### src/hw/rtl/distinct_key_frequency_counter_assert.svh
// Assertion macros for the distinct key frequency counter.
// Needs signals clk and rst in the scope that expands them.
`ifndef DISTINCT_KEY_FREQUENCY_COUNTER_ASSERT_SVH
`define DISTINCT_KEY_FREQUENCY_COUNTER_ASSERT_SVH

`ifndef NO_ASSERTIONS
`define DKFC_ASSERT(lbl, prop) \
  lbl: assert property (@(posedge clk) disable iff (rst) (prop)) \
    else $error("dkfc: assertion failed");
`define DKFC_ASSERT_NEXT(lbl, cause, effect) \
  lbl: assert property (@(posedge clk) disable iff (rst) (cause) |=> (effect)) \
    else $error("dkfc: assertion failed");
`else
`define DKFC_ASSERT(lbl, prop)
`define DKFC_ASSERT_NEXT(lbl, cause, effect)
`endif

`endif

### src/hw/rtl/dkfc_pkg.sv
// Shared types and constants for the distinct key frequency counter.
// No dependencies.
`default_nettype none

package dkfc_pkg;

  localparam int KEY_W           = 16;
  localparam int FREQ_W          = 12;
  localparam int KIND_W          = 2;
  localparam int TABLE_DEPTH_DEF = 32;
  localparam int COUNT_MAX_DEF   = 4095;

  localparam logic [KIND_W-1:0] KIND_ENTRY = 2'd0;
  localparam logic [KIND_W-1:0] KIND_MAX   = 2'd1;
  localparam logic [KIND_W-1:0] KIND_MIN   = 2'd2;

  localparam logic [1:0] OP_HOLD  = 2'd0;
  localparam logic [1:0] OP_COUNT = 2'd1;
  localparam logic [1:0] OP_SHIFT = 2'd2;

  typedef struct packed {
    logic [KEY_W-1:0] key;
    logic             last;
  } key_item_t;

  typedef struct packed {
    logic [KEY_W-1:0]  value;
    logic [FREQ_W-1:0] frequency;
    logic [KIND_W-1:0] kind;
    logic              overflowed;
    logic              final_res;
  } res_item_t;

  typedef struct packed {
    logic [1:0]       op;
    logic [KEY_W-1:0] key;
  } cell_ctl_t;

endpackage

`default_nettype wire

### src/hw/rtl/dkfc_cell.sv
// One table cell: holds a key and its count, matches the broadcast key,
// and takes its neighbor's contents on a shift. Depends on dkfc_pkg.
`default_nettype none

module dkfc_cell #(
  parameter int IDX       = 0,
  parameter int UW        = 6,
  parameter int CW        = 12,
  parameter int COUNT_MAX = dkfc_pkg::COUNT_MAX_DEF
) (
  input  wire logic                        clk,
  input  wire dkfc_pkg::cell_ctl_t         ctl,
  input  wire logic                        alloc,
  input  wire logic [UW-1:0]               used,
  input  wire logic [dkfc_pkg::KEY_W-1:0]  nxt_key,
  input  wire logic [CW-1:0]               nxt_cnt,
  output logic [dkfc_pkg::KEY_W-1:0]       key,
  output logic [CW-1:0]                    cnt,
  output logic                             hit
);

  assign hit = (UW'(IDX) < used) && (key == ctl.key);

  always_ff @(posedge clk) begin
    unique case (ctl.op)
      dkfc_pkg::OP_COUNT: begin
        if (alloc && (used == UW'(IDX))) begin
          key <= ctl.key;
          cnt <= CW'(1);
        end else if (hit && (cnt < CW'(COUNT_MAX))) begin
          cnt <= cnt + CW'(1);
        end
      end
      dkfc_pkg::OP_SHIFT: begin
        key <= nxt_key;
        cnt <= nxt_cnt;
      end
      default: ;
    endcase
  end

endmodule

`default_nettype wire

### src/hw/rtl/distinct_key_frequency_counter.sv
// Top level of the distinct key frequency counter: cell chain, control and
// report output register. Depends on dkfc_pkg, dkfc_cell and the assert header.
//
//  channel | direction | handshake             | payload
//  key     | in        | key_valid / key_ready | key_item (key, last)
//  res     | out       | res_valid / res_ready | res_item (value .. final_res)
//
// Each key is accepted, then compared and updated in parallel in all cells;
// no key is accepted until that update ends. After the last key, the chain
// shifts n entries into the output register, one per cycle while it is free,
// then max and min, each when res_ready frees it; no key is accepted meanwhile.
// Reset needs no clearing pass; the fill count alone marks valid entries.
`default_nettype none

`include "distinct_key_frequency_counter_assert.svh"

module distinct_key_frequency_counter #(
  parameter int TABLE_DEPTH = dkfc_pkg::TABLE_DEPTH_DEF,
  parameter int COUNT_MAX   = dkfc_pkg::COUNT_MAX_DEF
) (
  input  wire logic                 clk,
  input  wire logic                 rst,
  input  wire logic                 key_valid,
  output logic                      key_ready,
  input  wire dkfc_pkg::key_item_t  key_item,
  output logic                      res_valid,
  input  wire logic                 res_ready,
  output dkfc_pkg::res_item_t       res_item
);

  localparam int UW = $clog2(TABLE_DEPTH + 1);
  localparam int CW = $clog2(COUNT_MAX + 1);

  localparam logic [2:0] S_IDLE  = 3'd0;
  localparam logic [2:0] S_COUNT = 3'd1;
  localparam logic [2:0] S_DRAIN = 3'd2;
  localparam logic [2:0] S_MAXO  = 3'd3;
  localparam logic [2:0] S_MINO  = 3'd4;

  logic [2:0]                   state;
  logic [UW-1:0]                used;
  logic                         dropped;
  logic                         first;
  logic [dkfc_pkg::KEY_W-1:0]   cur_key;
  logic                         cur_last;
  logic [dkfc_pkg::KEY_W-1:0]   max_key;
  logic [CW-1:0]                max_cnt;
  logic [dkfc_pkg::KEY_W-1:0]   min_key;
  logic [CW-1:0]                min_cnt;

  dkfc_pkg::cell_ctl_t          ctl;
  logic                         alloc;
  logic                         res_free;
  logic                         res_load;
  logic [TABLE_DEPTH-1:0]       hit;
  logic [dkfc_pkg::KEY_W-1:0]   key_a [TABLE_DEPTH];
  logic [CW-1:0]                cnt_a [TABLE_DEPTH];

  assign key_ready = (state == S_IDLE);
  assign res_free  = !res_valid || res_ready;
  assign res_load  = res_free &&
                     ((state == S_DRAIN) || (state == S_MAXO) || (state == S_MINO));
  assign alloc     = !(|hit) && (used < UW'(TABLE_DEPTH));

  always_comb begin
    ctl.key = cur_key;
    ctl.op  = dkfc_pkg::OP_HOLD;
    if (state == S_COUNT) begin
      ctl.op = dkfc_pkg::OP_COUNT;
    end else if ((state == S_DRAIN) && res_free) begin
      ctl.op = dkfc_pkg::OP_SHIFT;
    end
  end

  for (genvar i = 0; i < TABLE_DEPTH; i++) begin : g_cell
    logic [dkfc_pkg::KEY_W-1:0] nxt_key;
    logic [CW-1:0]              nxt_cnt;
    if (i < TABLE_DEPTH - 1) begin : g_mid
      assign nxt_key = key_a[i+1];
      assign nxt_cnt = cnt_a[i+1];
    end else begin : g_end
      assign nxt_key = '0;
      assign nxt_cnt = '0;
    end
    dkfc_cell #(
      .IDX       (i),
      .UW        (UW),
      .CW        (CW),
      .COUNT_MAX (COUNT_MAX)
    ) u_cell (
      .clk     (clk),
      .ctl     (ctl),
      .alloc   (alloc),
      .used    (used),
      .nxt_key (nxt_key),
      .nxt_cnt (nxt_cnt),
      .key     (key_a[i]),
      .cnt     (cnt_a[i]),
      .hit     (hit[i])
    );
  end

  always_ff @(posedge clk) begin
    if (rst) begin
      state     <= S_IDLE;
      used      <= '0;
      dropped   <= 1'b0;
      res_valid <= 1'b0;
    end else begin
      if (res_load) begin
        res_valid <= 1'b1;
      end else if (res_ready) begin
        res_valid <= 1'b0;
      end
      unique case (state)
        S_IDLE: begin
          if (key_valid) begin
            cur_key  <= key_item.key;
            cur_last <= key_item.last;
            state    <= S_COUNT;
          end
        end
        S_COUNT: begin
          if (alloc) begin
            used <= used + UW'(1);
          end else if (!(|hit)) begin
            dropped <= 1'b1;
          end
          first <= 1'b1;
          state <= cur_last ? S_DRAIN : S_IDLE;
        end
        S_DRAIN: begin
          if (res_free) begin
            res_item.value      <= key_a[0];
            res_item.frequency  <= dkfc_pkg::FREQ_W'(cnt_a[0]);
            res_item.kind       <= dkfc_pkg::KIND_ENTRY;
            res_item.overflowed <= dropped;
            res_item.final_res  <= 1'b0;
            used                <= used - UW'(1);
            first               <= 1'b0;
            if (first || (cnt_a[0] > max_cnt)) begin
              max_key <= key_a[0];
              max_cnt <= cnt_a[0];
            end
            if (first || (cnt_a[0] <= min_cnt)) begin
              min_key <= key_a[0];
              min_cnt <= cnt_a[0];
            end
            if (used == UW'(1)) begin
              state <= S_MAXO;
            end
          end
        end
        S_MAXO: begin
          if (res_free) begin
            res_item.value      <= max_key;
            res_item.frequency  <= dkfc_pkg::FREQ_W'(max_cnt);
            res_item.kind       <= dkfc_pkg::KIND_MAX;
            res_item.overflowed <= dropped;
            res_item.final_res  <= 1'b0;
            state               <= S_MINO;
          end
        end
        S_MINO: begin
          if (res_free) begin
            res_item.value      <= min_key;
            res_item.frequency  <= dkfc_pkg::FREQ_W'(min_cnt);
            res_item.kind       <= dkfc_pkg::KIND_MIN;
            res_item.overflowed <= dropped;
            res_item.final_res  <= 1'b1;
            dropped             <= 1'b0;
            state               <= S_IDLE;
          end
        end
        default: state <= S_IDLE;
      endcase
    end
  end

  `DKFC_ASSERT(a_used_in_range, used <= UW'(TABLE_DEPTH))
  `DKFC_ASSERT(a_single_match, (state != S_COUNT) || $onehot0(hit))
  `DKFC_ASSERT_NEXT(a_alloc_grows, (state == S_COUNT) && alloc, used == $past(used) + UW'(1))
  `DKFC_ASSERT_NEXT(a_report_empties, (state == S_MINO) && res_free, used == '0 && !dropped)

endmodule

`default_nettype wire
### config.mk
export PLATFORM = sky130hd
export DESIGN_NAME = distinct_key_frequency_counter
export DESIGN_NICKNAME = d
export VERILOG_FILES = /design/src/hw/rtl/dkfc_pkg.sv /design/src/hw/rtl/dkfc_cell.sv /design/src/hw/rtl/distinct_key_frequency_counter.sv
export VERILOG_INCLUDE_DIRS = /design/src /design/src/hw/rtl
export SDC_FILE = /design/constraint.sdc
export NUM_CORES = 2
export LEC_CHECK = 0
export ABC_AREA = 1
export BUFFER_PORTS_ARGS = -buffer_cell sky130_fd_sc_hd__buf_2
export CAP_MARGIN = 0
export CORE_MARGIN = 10
export CORE_UTILIZATION = 30
export CTS_CLUSTER_SIZE = 40
export DETAILED_ROUTE_END_ITERATION = 7
export PLACE_DENSITY_LB_ADDON = 0.2
export SYNTH_ARGS = -nofsm -noshare
export SYNTH_HDL_FRONTEND = slang
export SYNTH_SLANG_ARGS = --single-unit
### constraint.sdc
create_clock -name clk -period 7.7 [get_ports clk]
set_input_delay 1.54 -clock clk [delete_from_list [all_inputs] [get_ports clk]]
set_output_delay 1.54 -clock clk [all_outputs]
set_load 0.05 [all_outputs]
# Word level (Yosys, flattened, before mapping)

Index checks and enable logic that the tools add are counted.
Widths: inputs -> output; s select.

Output and inout port bits: 34
Flip-flop bits (word level): 1013
Logic and storage cells: 692

Add/sub/neg operators: 34
Multiplexer cells: 183
Order comparisons: 67
Eq/ne operators: 141
Reduce and logical (&&, ||, !) cells: 186
Bitwise gates (word level): 1

Operator list:

| operator              | count |
|---|---|
| $pmux 16 s2           | 32 |
| $mux 12               | 64 |
| $pmux 12 s2           | 32 |
| $eq 16x16->1          | 32 |
| $mux 16               | 32 |
| $add 12x1->12 const B | 32 |
| $lt 12x12->1 const B  | 32 |
| $reduce_and 2->1      | 64 |
| $logic_and 1x1->1     | 99 |
| $eq 6x5->1 const B    | 16 |
| $lt 5x6->1 const A    | 16 |
| $mux 32               | 3 |
| $ne 3x1->1 const B    | 32 |
| $pmux 32 s3           | 1 |
| $ne 2x1->1 const B    | 34 |
| $eq 6x4->1 const B    | 8 |
| $lt 4x6->1 const A    | 8 |
| $reduce_or 32->1      | 1 |
| $eq 6x3->1 const B    | 4 |
| $lt 3x6->1 const A    | 4 |
| $mux 3                | 5 |
| $pmux 3 s5            | 1 |
| $eq 6x2->1 const B    | 2 |
| $gt 12x12->1          | 1 |
| other kinds (28)      | 57 |

# Logic depth before layout (Yosys ltp)

Word-level depth: 8
Gate-level depth with buffers: 21
Depth with buffers taken out: 19

# By module

Synthesis repeated with hierarchy kept, for this count alone.

Cell total of the unflattened synthesis: 7713
Area total of the unflattened synthesis: 61806.8 um^2

By module, submodules not included:

| module                             | seq. area each (um^2) | area an instance (um^2) | cells an instance | instances |
|---|---|---|---|---|
| distinct_key_frequency_counter     | 3373.2                | 5142.4                  | 451               | 1 |
| dkfc_cell at g_cell[22].u_cell ... | 840.8                 | 1776.7                  | 229               | 2 |
| dkfc_cell at g_cell[26].u_cell ... | 840.8                 | 1742.9                  | 223               | 2 |
| dkfc_cell at g_cell[9].u_cell      | 840.8                 | 1831.8                  | 222               | 1 |
| dkfc_cell at g_cell[16].u_cell     | 840.8                 | 1811.7                  | 235               | 1 |
| dkfc_cell at g_cell[6].u_cell      | 840.8                 | 1805.5                  | 234               | 1 |
| dkfc_cell at g_cell[23].u_cell     | 840.8                 | 1803.0                  | 234               | 1 |
| dkfc_cell at g_cell[13].u_cell     | 840.8                 | 1798.0                  | 232               | 1 |
| dkfc_cell at g_cell[29].u_cell     | 840.8                 | 1798.0                  | 234               | 1 |
| dkfc_cell at g_cell[25].u_cell     | 840.8                 | 1796.7                  | 233               | 1 |
| dkfc_cell at g_cell[4].u_cell      | 840.8                 | 1796.7                  | 234               | 1 |
| dkfc_cell at g_cell[14].u_cell     | 840.8                 | 1795.5                  | 233               | 1 |
| dkfc_cell at g_cell[5].u_cell      | 840.8                 | 1780.5                  | 236               | 1 |
| dkfc_cell at g_cell[31].u_cell     | 840.8                 | 1776.7                  | 234               | 1 |
| 17 more rows                       | -                     | -                       | -                 | - |

# Worst setup path after synthesis

OpenSTA, ideal clock, no wires.

Path type: input to register
Start point: input port res_ready
End point: register min_cnt[0] (enable)
Cell stages on the path: 6
Data required time: 7.236 ns
Arrival: 4.454 ns
Path buffers: 2
Setup slack: 2.782 ns
Cell sequence: nor2_1 nor2_2 inv_2 clkbuf_1 clkbuf_1 a311oi_1

Longest elaborated chain between the ends: 2

RTL lines:

| item                       | RTL line                              | RTL |
|---|---|---|
| from (decl)                | distinct_key_frequency_counter.sv:27  | `input wire logic res_ready,` |
| $logic_or 1x1->1           | distinct_key_frequency_counter.sv:60  | `assign res_free = !res_valid \|\| res_ready;` |
| $reduce_and 4->1 (no line) | -                                     |  |
| to (signal assigned)       | distinct_key_frequency_counter.sv:147 | `min_cnt <= cnt_a[0];` |
| to (decl)                  | distinct_key_frequency_counter.sv:49  | `logic [CW-1:0] min_cnt;` |

Every way passes these cells.
A chain may end at the register's enable or synchronous reset.

# Worst setup path after layout

Start point: register used[1]
End point: register g_cell[24].u_cell.cnt[5] (enable)

Longest elaborated chain between the ends: 8
Elaborated cells between the ends (all ways): 73

RTL lines:

| item                               | RTL line                              | RTL |
|---|---|---|
| from (decl)                        | distinct_key_frequency_counter.sv:41  | `logic [UW-1:0] used;` |
| from (signal assigned)             | distinct_key_frequency_counter.sv:125 | `used <= used + UW'(1);` |
| from (signal assigned)             | distinct_key_frequency_counter.sv:139 | `used <= used - UW'(1);` |
| $lt 1x6->1 (tied with other cells) | dkfc_cell.sv:22                       | `assign hit = (UW'(IDX) < used) && (key == ctl.key);` |
| $logic_and 1x1->1                  | dkfc_cell.sv:22                       |  |
| $reduce_or 32->1                   | distinct_key_frequency_counter.sv:63  | `assign alloc = !(\|hit) && (used < UW'(TABLE_DEPTH));` |
| $logic_not 1->1                    | -                                     |  |
| $logic_and 1x1->1                  | distinct_key_frequency_counter.sv:63  |  |
| $logic_and 1x1->1                  | dkfc_cell.sv:27                       | `if (alloc && (used == UW'(IDX))) begin` |
| $ne 3x1->1 (no line) (*)           | -                                     |  |
| $reduce_and 2->1 (no line) (*)     | -                                     |  |
| to (signal assigned)               | dkfc_cell.sv:31                       | `cnt <= cnt + CW'(1);` |
| to (signal assigned)               | dkfc_cell.sv:36                       | `cnt <= nxt_cnt;` |
| to (decl)                          | dkfc_cell.sv:18                       | `output logic [CW-1:0] cnt,` |

Mark *: on every way between the ends. The rest lies on a longest branch, timed or not.

==> impl_results.md <==
- Status: finished clean
- Fmax: 169 MHz
- CTS Sinks: 1012
- Fillers: 19000
- Crit Path Max Fanout: 20
- Sequential share of the synthesized area: 0.551
- Clk root buf: clkbuf_16
- FFs w/ async S/R, synth: 0
- CTS tree: built
- R2R Path End: g_cell[24].u_cell.cnt[5]
- Yosys cell types: 48
- Gr ovfl total: 0
- Setup violations, final: 0
- Antenna diode count: 0
- Antenna violations before repair: 4
- GRT Util Overall: 0.177
- CTS resizes: 0
- Top cell type's share of synthesized area: 0.547
- Synth Register Bits: 1012
- Met2 WL post-DR: 88900 um
- Clock transition at path regs: 0.06 ns
- Clock skew: 0.0603 ns
- Core area: 183000 um2
- Synth top cells by count: 1732 x nand2_1, 1001 x edfxtp_1, 696 x inv_1
- Io pins: 55
- CP arrival: 6.27 ns
- Worst Hold End: min_key[7]
- Min Tclk post-route: 5.91 ns
- Cell Rows: 157
- Vias in the first global route: 42000
- Initial Util: 0.301
- Worst slew pin tran: 1.25 ns
- H-tree levels: 3
- TritonCTS Buffers: 120
- Die H: 448 um
- Worst Hold Depth: 0
- TritonRoute pass-1 iters: 6
- Synth top area cells: edfxtp_1 55%, nand2_1 12%, xor2_1 5.7%, inv_1 4.8%, o21ai_0 4.4%
- Final ANT Viol Nets: 0
- Fin util: 0.337
- Post-CTS Setup Bufs: 0
- Die W: 448 um
- Relative slew slack: 0.166
- P_leak: 0.0245 uW
- Final wirelength: 183000 um
- Power per cell area: 428 nW/um2
- Crit share post-route: 0.767
- Reg2reg setup slack: 1.79 ns
- Global placer's final weighted congestion: 0.893
- Worst Hold Launch: g_cell[0].u_cell.key[7]
- YS warnings: 0
- Syn_nets: 6202
- Post-synth EDFFs: 1001
- Worst R2R Start: used[1]
- Clk_lat worst skew: 0.79 ns
- Kind of end point of the critical path: flip-flop
- Setup TNS: 0 ns
- Drt wl/cell: 21.2 um
- DP Wirelength: 121000 um
- Final nets: 6196
- Worst setup SP type: flip-flop
- Area growth syn-to-layout: 12.0%
- Unrepaired setup endpoints after global routing: false
- First-pass GRT wire length: 272000 um
- DR iter-0 viols: 3575
- Largest buffer count on any clock path: 3
- CP Class: reg2reg
- HP Class: reg2reg
- CTS Hold Bufs: 0
- Wl on met1: 78600 um
- DR top layer: met4
- Worst Reg-to-Reg Cells: 16
- Final Hold Vio Count: 0
- Most used DFF post-synth: edfxtp_1
- Slew Limit Fails: 0
- Count leader, synth: nand2_1
- Dominant cell type by area after synthesis: edfxtp_1
- Die ar.: 201000 um2
- Worst Hold Slack: 0.515 ns
- Required @ worst endpoint: 8.06 ns
- Synth Cell Area: 55000 um2
- Via count: 42300
- Mean Syn Cell Area: 8.98 um2
- Routed met3 length: 9490 um
- Largest net degree at the start of global routing: 164
- # Max-Cap Violations: 0
- Residual DRC count: 0
- Share of cells above drive strength 1: 0.0703
- Worst vdd ir: 0.277 mV
- Number of port buffers: 54
- Mapped Cells: 6120
- Post-DR vias/cell: 4.92
power by group:
| group | switching [uW] | leakage, uW | internal [uW] | total [uW] |
|---|---|---|---|---|
| clock network | 2470 | 0.00184 | 3180 | 5650 |
| registers | 1410 | 0.00933 | 9600 | 11000 |
| logic | 6920 | 0.0133 | 2790 | 9710 |
| total | 10800 | 0.0245 | 15600 | 26400 |
worst max-delay path, cell delays in order, from the launching register on:
cell and delay [ns]:
dfxtp_1 0.39, inv_1 0.28, ha_1 0.86, inv_1 0.48
nor2_1 0.29, nand2_1 0.09, nand3b_1 0.09, nor2_1 0.04
nand3_1 0.12, nand2_1 0.08, nor2_1 0.10, nand2_1 0.10
nor2_2 0.16, nand2_2 0.11, nor2_4 0.88, nand3_2 0.40
a21oi_1 0.97
placed cells by master, fill, tap and decap left out, types with 4 or more instances in the layout:
master	instances
bufinv_16	8
nor3_1	65
a21oi_1	74
dfxtp_1	11
clkbuf_1	29
nand4_1	46
nor2_4	7
xor2_1	360
o211ai_1	11
nand3b_1	15
inv_2	26
clkinv_16	4
o221ai_1	11
nor2_1	499
clkbuf_16	121
buf_4	93
o22ai_1	191
nand2_1	1719
nor3_2	5
ha_1	61
nand3_1	228
buf_2	54
edfxtp_1	1001
clkinv_1	38
nand3_2	19
or2_2	12
nor4_1	14
o21ai_0	469
nor2_2	5
nand2_2	44
inv_1	695
o21ai_1	113
a31oi_1	14
clkinv_2	13
xnor2_1	95
metrics by stage:
step	instance area (um2)	total power, uW	setup slack [ns]	instances
after detailed placement	57700	20800	1.85	8377
after floorplan	55000	17300	2.78	6120
after CTS	61500	26600	1.84	8598
after global routing	61600	28100	1.52	8598
after global placement	57700	20800	1.98	8377
final	61600	26400	1.79	8598
state kept, by name, summed over array words and instances (netlist names):
name	cells
res_valid	1
g_cell.u_cell.key	512
dropped	1
first	1
res_item	31
min_key	16
cur_last	1
min_cnt	12
used	6
cur_key	16
max_key	16
state	3
g_cell.u_cell.cnt	384
max_cnt	12
worst max-delay path by stage:
stage	start	to
finish	used[1]	g_cell[24].u_cell.cnt[5]
global route	used[1]	g_cell[24].u_cell.cnt[5]
CTS	used[1]	g_cell[24].u_cell.cnt[2]
detailed placement	used[1]	g_cell[24].u_cell.cnt[5]
global placement	used[1]	g_cell[18].u_cell.key[10]
floorplan	res_ready	min_cnt[0]
area by class of cell:
type / instances / area, um2 / area share
clock buffers: 153 / 3180 / 0.0516
clock inverters: 68 / 633 / 0.0103
flip-flops and latches: 1012 / 30300 / 0.492
inverters: 726 / 2740 / 0.0445
repair buffers: 149 / 1010 / 0.0164
well taps: 2385 / 2980 / 0.0485
multi-input cells: 4105 / 20700 / 0.337
metal layers:
metal	global-route usage	vias up
li1	-	20300
met1	0.231	20500
met2	0.308	1209
met3	0.0219	306
met4	0.0534	0
met5	0	-
cell families (layout without fill, tap and decap cells):
| group | count (synthesis) | in the layout | share of synthesized area |
|---|---|---|---|
| AND/OR/NAND/NOR | 2684 | 2684 | 0.200 |
| XOR/XNOR | 455 | 455 | 0.0725 |
| buffers and inverters | 1003 | 1096 | 0.0737 |
| adder cells (fa/ha/maj) | 61 | 61 | 0.0139 |
| AO/OA/AOI/OAI | 905 | 905 | 0.0894 |
| flip-flops | 1012 | 1012 | 0.551 |
Note: power is estimated with default switching activity, not from simulation.
